**src/sv/ptq_pkg.sv**
```systemverilog
// Package for the periodic traffic table query block.
// Holds field widths, mode and kind codes, and the stored flow record.
// No dependencies.
`default_nettype none

package ptq_pkg;

  localparam int DEF_TABLE_DEPTH = 16;
  localparam int NODE_COUNT      = 64;
  localparam int RATE_FRAC_BITS  = 16;

  localparam int NODE_W  = 6;
  localparam int RATE_W  = 17;
  localparam int TIME_W  = 32;
  localparam int CUM_W   = 21;
  localparam int SCNT_W  = 5;

  // A rate above one is stored as exactly one.
  localparam logic [31:0] RATE_ONE = 32'(64'd1 << RATE_FRAC_BITS);

  typedef enum logic [1:0] {
    MODE_CLEAR  = 2'd0,
    MODE_APPEND = 2'd1,
    MODE_QUERY  = 2'd2
  } mode_t;

  localparam logic KIND_ENTRY   = 1'b0;
  localparam logic KIND_SUMMARY = 1'b1;

  typedef struct packed {
    logic [NODE_W-1:0] src;
    logic [NODE_W-1:0] dst;
    logic [RATE_W-1:0] inject;
    logic [RATE_W-1:0] retrans;
    logic [TIME_W-1:0] on_time;
    logic [TIME_W-1:0] off_time;
    logic [TIME_W-1:0] period;
  } flow_t;

  function automatic logic [RATE_W-1:0] clamp_rate(input logic [RATE_W-1:0] r);
    logic [RATE_W-1:0] res;
    res = r;
    if (32'(r) > RATE_ONE) begin
      res = RATE_ONE[RATE_W-1:0];
    end
    return res;
  endfunction

endpackage

`default_nettype wire

```
**src/sv/ptq_mod_div.sv**
```systemverilog
// Bit-serial restoring remainder unit: one dividend bit per cycle.
// Depends on ptq_pkg for the operand width.
`default_nettype none

module ptq_mod_div import ptq_pkg::*; (
  input  wire logic              clk,
  input  wire logic              rst_n,
  input  wire logic              start,
  input  wire logic [TIME_W-1:0] dividend,
  input  wire logic [TIME_W-1:0] divisor,
  output logic                   done,
  output logic [TIME_W-1:0]      remainder
);

  localparam int STEP_W = $clog2(TIME_W);
  localparam logic [STEP_W-1:0] LAST_STEP = STEP_W'(TIME_W - 1);

  logic              busy_r;
  logic              done_r;
  logic [STEP_W-1:0] step_r;
  logic [TIME_W-1:0] rem_r;
  logic [TIME_W-1:0] dvd_r;
  logic [TIME_W-1:0] dsr_r;

  logic [TIME_W:0]   trial;
  logic [TIME_W:0]   diff;
  logic              fits;
  logic [TIME_W-1:0] rem_nxt;

  always_comb begin
    trial   = {rem_r, dvd_r[TIME_W-1]};
    fits    = trial >= {1'b0, dsr_r};
    diff    = trial - {1'b0, dsr_r};
    rem_nxt = fits ? diff[TIME_W-1:0] : trial[TIME_W-1:0];
  end

  always_ff @(posedge clk) begin
    if (!rst_n) begin
      busy_r <= 1'b0;
      done_r <= 1'b0;
      step_r <= '0;
    end else begin
      done_r <= 1'b0;
      if (start) begin
        busy_r <= 1'b1;
        step_r <= '0;
        rem_r  <= '0;
        dvd_r  <= dividend;
        dsr_r  <= divisor;
      end else if (busy_r) begin
        rem_r  <= rem_nxt;
        dvd_r  <= {dvd_r[TIME_W-2:0], 1'b0};
        step_r <= step_r + 1'b1;
        if (step_r == LAST_STEP) begin
          busy_r <= 1'b0;
          done_r <= 1'b1;
        end
      end
    end
  end

  assign done      = done_r;
  assign remainder = rem_r;

  a_rem_below_divisor: assert property (@(posedge clk) disable iff (!rst_n)
    done_r |-> rem_r < dsr_r)
    else $error("remainder not below divisor");

  a_no_restart: assert property (@(posedge clk) disable iff (!rst_n)
    start |-> !busy_r)
    else $error("divider started while busy");

  a_busy_from_start: assert property (@(posedge clk) disable iff (!rst_n)
    $rose(busy_r) |-> $past(start))
    else $error("divider became busy without a start");

endmodule

`default_nettype wire

```
**config.mk**
```make
export PLATFORM = sky130hd
export DESIGN_NAME = ptq_mod_div
export DESIGN_NICKNAME = d
export VERILOG_FILES = /design/src/sv/ptq_pkg.sv /design/src/sv/ptq_mod_div.sv
export SDC_FILE = /design/constraint.sdc
export NUM_CORES = 1
export LEC_CHECK = 0
export BUFFER_PORTS_ARGS = -buffer_cell sky130_fd_sc_hd__buf_2
export CORE_ASPECT_RATIO = 0.8
export CORE_MARGIN = 10
export CORE_UTILIZATION = 25
export DETAILED_ROUTE_END_ITERATION = 8
export SLEW_MARGIN = 40
export SYNTH_ARGS = -nofsm -noshare
export SYNTH_HDL_FRONTEND = slang
export SYNTH_SLANG_ARGS = --single-unit
```
**constraint.sdc**
```tcl
create_clock -name clk -period 3.1 [get_ports clk]
set_input_delay 0.465 -clock clk [delete_from_list [all_inputs] [get_ports clk]]
set_output_delay 0.465 -clock clk [all_outputs]
set_load 0.02 [all_outputs]
```
After elaboration in Yosys (flattened, before gate mapping) --
Index checks and enable logic that the tools add are counted.
Operators by class: $add $sub $neg 2, $mul 0, divide/modulo/power cells 0, magnitude comparators 1, equal/unequal tests 1, shift-type cells 0, multiplexer cells 8, bitwise logic cells 2, reductions and logical operators 5
Operators by type and width (count):
- two-way mux 32 bit | 4
- >= comparator 33 x 32 -> 1 bit | 1
- subtractor 32 bit | 1
- adder 5 x 1 -> 5 bit, second input constant | 1
- equality test 5 bit, second input constant | 1
- two-way mux 1 bit | 4
- AND reduction 2 bit | 2
- OR reduction 3 bit | 1
- inverter 1 bit | 2
- nonzero test 2 bit | 1
- OR reduction 2 bit | 1
Word-level totals: flip-flop bits (word level) 103, bits in latches 0, bits in writable memories 0, bits in read-only memories 0, input port bits 67, output and inout port bits 33, logic and storage cells 25, memories 0

Depth between registers and ports, before layout --
word-level depth 4, gate-level depth with buffers 13, depth with buffers taken out 13

Worst setup path before layout --
No wires, ideal clock.
path type register to register, from register rem_r[0], in the netlist remainder[0], to register rem_r[10], in the netlist remainder[10] (data pin), setup time 266 ps, data arrival time 2688 ps, data required time 2834 ps, setup slack 146 ps, stages on the path, launching flop included 12, path buffers 1, clock period less this slack 2954 ps, path through edfxtp_1 ha_1 nor2b_1 o31ai_2 a21oi_1 o41ai_2 a41oi_2 a31oi_4 o211ai_4 buf_6 mux2i_1 nor2_1
Between the ends: cells in the longest elaborated chain, start to end 3, elaborated cells between the ends (all ways) 4, those cells by class add/sub (1); order compare (1); mux (2)
RTL lines:
- from (decl) | RTL line ptq_mod_div.sv:21 | logic [TIME_W-1:0] rem_r;
- from (signal assigned) | RTL line ptq_mod_div.sv:51 | rem_r <= rem_nxt;
- subtractor 32 bit or >= comparator 33 x 32 -> 1 bit (tied branches) | RTL line ptq_mod_div.sv:33, ptq_mod_div.sv:32
- two-way mux 32 bit (*) | RTL line ptq_mod_div.sv:34 | rem_nxt = fits ? diff[TIME_W-1:0] : trial[TIME_W-1:0];
- two-way mux 32 bit (*) | RTL line ptq_mod_div.sv:50 | end else if (busy_r) begin
Mark *: on every way between the ends. The rest lies on a longest branch, timed or not. The select of a mux whose other input is x is not followed. A chain may end at the register's enable or synchronous reset.

Final worst setup path --
from register dsr_r[1], to register rem_r[15], in the netlist remainder[15] (data pin)
Between the ends: cells in the longest elaborated chain, start to end 3, elaborated cells between the ends (all ways) 4, those cells by class add/sub (1); order compare (1); mux (2)
RTL lines:
- from (decl) | RTL line ptq_mod_div.sv:23 | logic [TIME_W-1:0] dsr_r;
- from (signal assigned) | RTL line ptq_mod_div.sv:49 | dsr_r <= divisor;
- subtractor 32 bit or >= comparator 33 x 32 -> 1 bit (tied branches) | RTL line ptq_mod_div.sv:33, ptq_mod_div.sv:32
- two-way mux 32 bit (*) | RTL line ptq_mod_div.sv:34
- two-way mux 32 bit (*) | RTL line ptq_mod_div.sv:50
Marks and branches as above.

==> results_dict.tcl <==
set metrics [dict create \
    status "completed" \
    nets 766 \
    wirelength_mm 16.1 \
    reg2reg_to "remainder[15]" \
    hpwlAfterDp_mm 11.9 \
    power.density_mw_per_mm2 548 \
    num_rows 50 \
    cts_tree "yes" \
    finalSetupViolCount 0 \
    power.leakage_nw 3.17 \
    synth_async_sr_flop_share 0 \
    numCtsBuffers 9 \
    yosysMostFrequentCell "edfxtp_1" \
    synth_cell_types 53 \
    worstPathRequired_ns 3.20 \
    fp.dieW_um 193 \
    io_pins 100 \
    fin_crit_sh 0.962 \
    max_cap_violations 0 \
    die-area_mm2 0.0307 \
    tns_ns 0 \
    grt_pass1_wl_mm 24.8 \
    vias_per_cell 4.52 \
    timing.rr.start "dsr_r[1]" \
    grt.overflow.total 0 \
    clk_latency_ns 0.36 \
    synth_nets 635 \
    place.gp.congestion 0.856 \
    cts_buffer_depth 2 \
    io_buffers 99 \
    fin_hold_ws_ns 0.287 \
    skew_ns 0.0109 \
    antenna_found_initial 6 \
    tightest_slew_ns 0.464 \
    finalNonFillerCells 984 \
    drc 0 \
    postCtsHoldBufs 0 \
    globalRouteTotalUtil 0.0985 \
    clkTransAtPathRegs_ns 0.08 \
    clock_sinks 103 \
    areaGrowthSynthToFinish_pct 26.2 \
    peakVddDrop_v 0.000279 \
    fmax_ghz 0.335 \
    ys.warnings.count 0 \
    hold_end "dsr_r[26]" \
    die_y_um 159 \
    postSynth.topFlopCell "edfxtp_1" \
    first_pass_iters 5 \
    synth_edf_count 96 \
    relSlewSlack 0.688 \
    synth-seq-cells 103 \
    start_util 0.256 \
    critPathCaptureType "flip-flop" \
    core-area_mm2 0.0235 \
    worstHoldStart "divisor[26]" \
    drt_iter0_drc 241 \
    syn_area_mm2 0.00602 \
    fin_crit_ns 2.98 \
    wl_per_cell_um 16.3 \
    cts_root_buf "clkbuf_16" \
    design_area_mm2 0.00759 \
    rrSetupSlack_ns 0.12 \
    holdPathStages 1 \
    synthCells 533 \
    start_kind "flip-flop" \
    synth_top_area_share 0.479 \
    grt_max_degree 66 \
    crit_type "flip-flop to flip-flop" \
    yosysTopAreaCell "edfxtp_1" \
    vias 4446 \
    h-tree-depth 3 \
    finalMaxSlewViolations 0 \
    layout-drive-gt1-share 0.329 \
    grt_pass1_vias 4639 \
    postRouteAntennaNets 0 \
    arrival_ns 3.08 \
    reg2reg_depth 13 \
    hold_class "input port to flip-flop" \
    dp_cells 956 \
    placed_area_mm2 0.00708 \
    hold_viol 0 \
    path_max_fanout 6 \
    report.power.total_mw 4.16 \
    synth_common_cells "edfxtp_1 (96), nor2_1 (49), inv_1 (44)" \
    ys_seq_area_frac 0.502 \
    syn_avg_cell_area_um2 11.3 \
    netlist_top_cells_area "edfxtp_1 (48%), ha_1 (7.1%), mux2_2 (5.8%)" \
]
==> per-layer routing <==
metal,GRT usage,up-vias,wire length [µm],part of all wire
met3,0.0469,11,1430,0.089
met1,0.130,2080,7810,0.49
met5,0,-,45,0.0028
met2,0.144,130,6710,0.42
li1,-,2219,-,-
met4,0.0169,6,71,0.0044
==> critical path, cell delays in order, from the launching register on <==
cell,delay [ns]
edfxtp_1,0.38
inv_2,0.10
ha_4,0.21
nor2b_2,0.17
o31ai_4,0.27
a21oi_2,0.11
o41ai_2,0.38
a41oi_2,0.23
a31oi_4,0.24
o211ai_4,0.10
buf_12,0.17
buf_12,0.14
mux2i_2,0.17
nor2_1,0.07
==> cells by family (layout without fill, tap and decap cells) <==
group,count (synthesis),after routing,synth area share
muxes,52,52,0.0930
xor gates and xnor gates,28,28,0.0408
other,0,3,0
and+or+nand+nor,136,136,0.104
buffers and inverters,64,200,0.0449
adders and majority gates,35,35,0.0740
DFF,103,103,0.502
AOI/OAI and AO/OA,115,115,0.141
==> how the worst max path moves through the flow <==
stage,end,from,slack [ns],cells after the start
CTS,remainder[30],dvd_r[31],0.05,14
global route,remainder[15],dsr_r[1],-0.007,13
finish,remainder[15],dsr_r[1],0.12,13
detailed placement,remainder[30],dvd_r[31],-0.005,14
floorplan,remainder[10],remainder[0],0.15,11
global placement,remainder[30],dvd_r[31],0.02,14
==> sequential cells by signal, indices dropped and copies added (netlist names) <==
name       cells
dvd_r         32
remainder     32
dsr_r         32
done           1
step_r         5
busy_r         1
==> where the power goes <==
group | switching [mW] | internal, mW
sequential | 0.0594 | 1.66
combinational | 0.724 | 0.593
clock | 0.542 | 0.578
==> stage by stage <==
| step | utilization | worst slack [ns] |
|---|---|---|
| finish | 0.323 | 0.118 |
| global route | 0.323 | -0.00695 |
| CTS | 0.313 | 0.0471 |
| detailed placement | 0.301 | -0.00477 |
| global placement | 0.301 | 0.0217 |
| floorplan | - | 0.146 |
==> cells in the final DEF (no fill, tap or decap), drive strengths merged, types with 5 or more instances in the layout <==
master / n
mux2i: 21
nor4: 5
o21ai: 18
clkbuf: 14
and2: 5
nand3: 9
o21a: 6
buf: 136
inv: 48
nand2: 39
nor2: 49
a21oi: 32
dfxtp: 7
a211oi: 12
nand4: 9
a21o: 12
ha: 34
edfxtp: 96
and3: 5
mux2: 31
xnor2: 17
xor2: 11
==> timing repair <==
action	CTS	global route
pin swaps	0	11
setup buffers	0	5
setup endpoints to repair	2	24
cloned	0	4
resized for setup	1	16
hold endpoints to repair	0	0
==> cell type report <==
cell class              count  area (µm²)
multi-input cells         366        2800
clock buffers              10         239
fillers                  2443       15900
well taps                 312         390
repair buffers            140         923
diodes                      3        7.51
clock inverters             6        47.5
flip-flops and latches    103        3020
inverters                  44         165
Note: power is estimated with default switching activity, not from simulation.
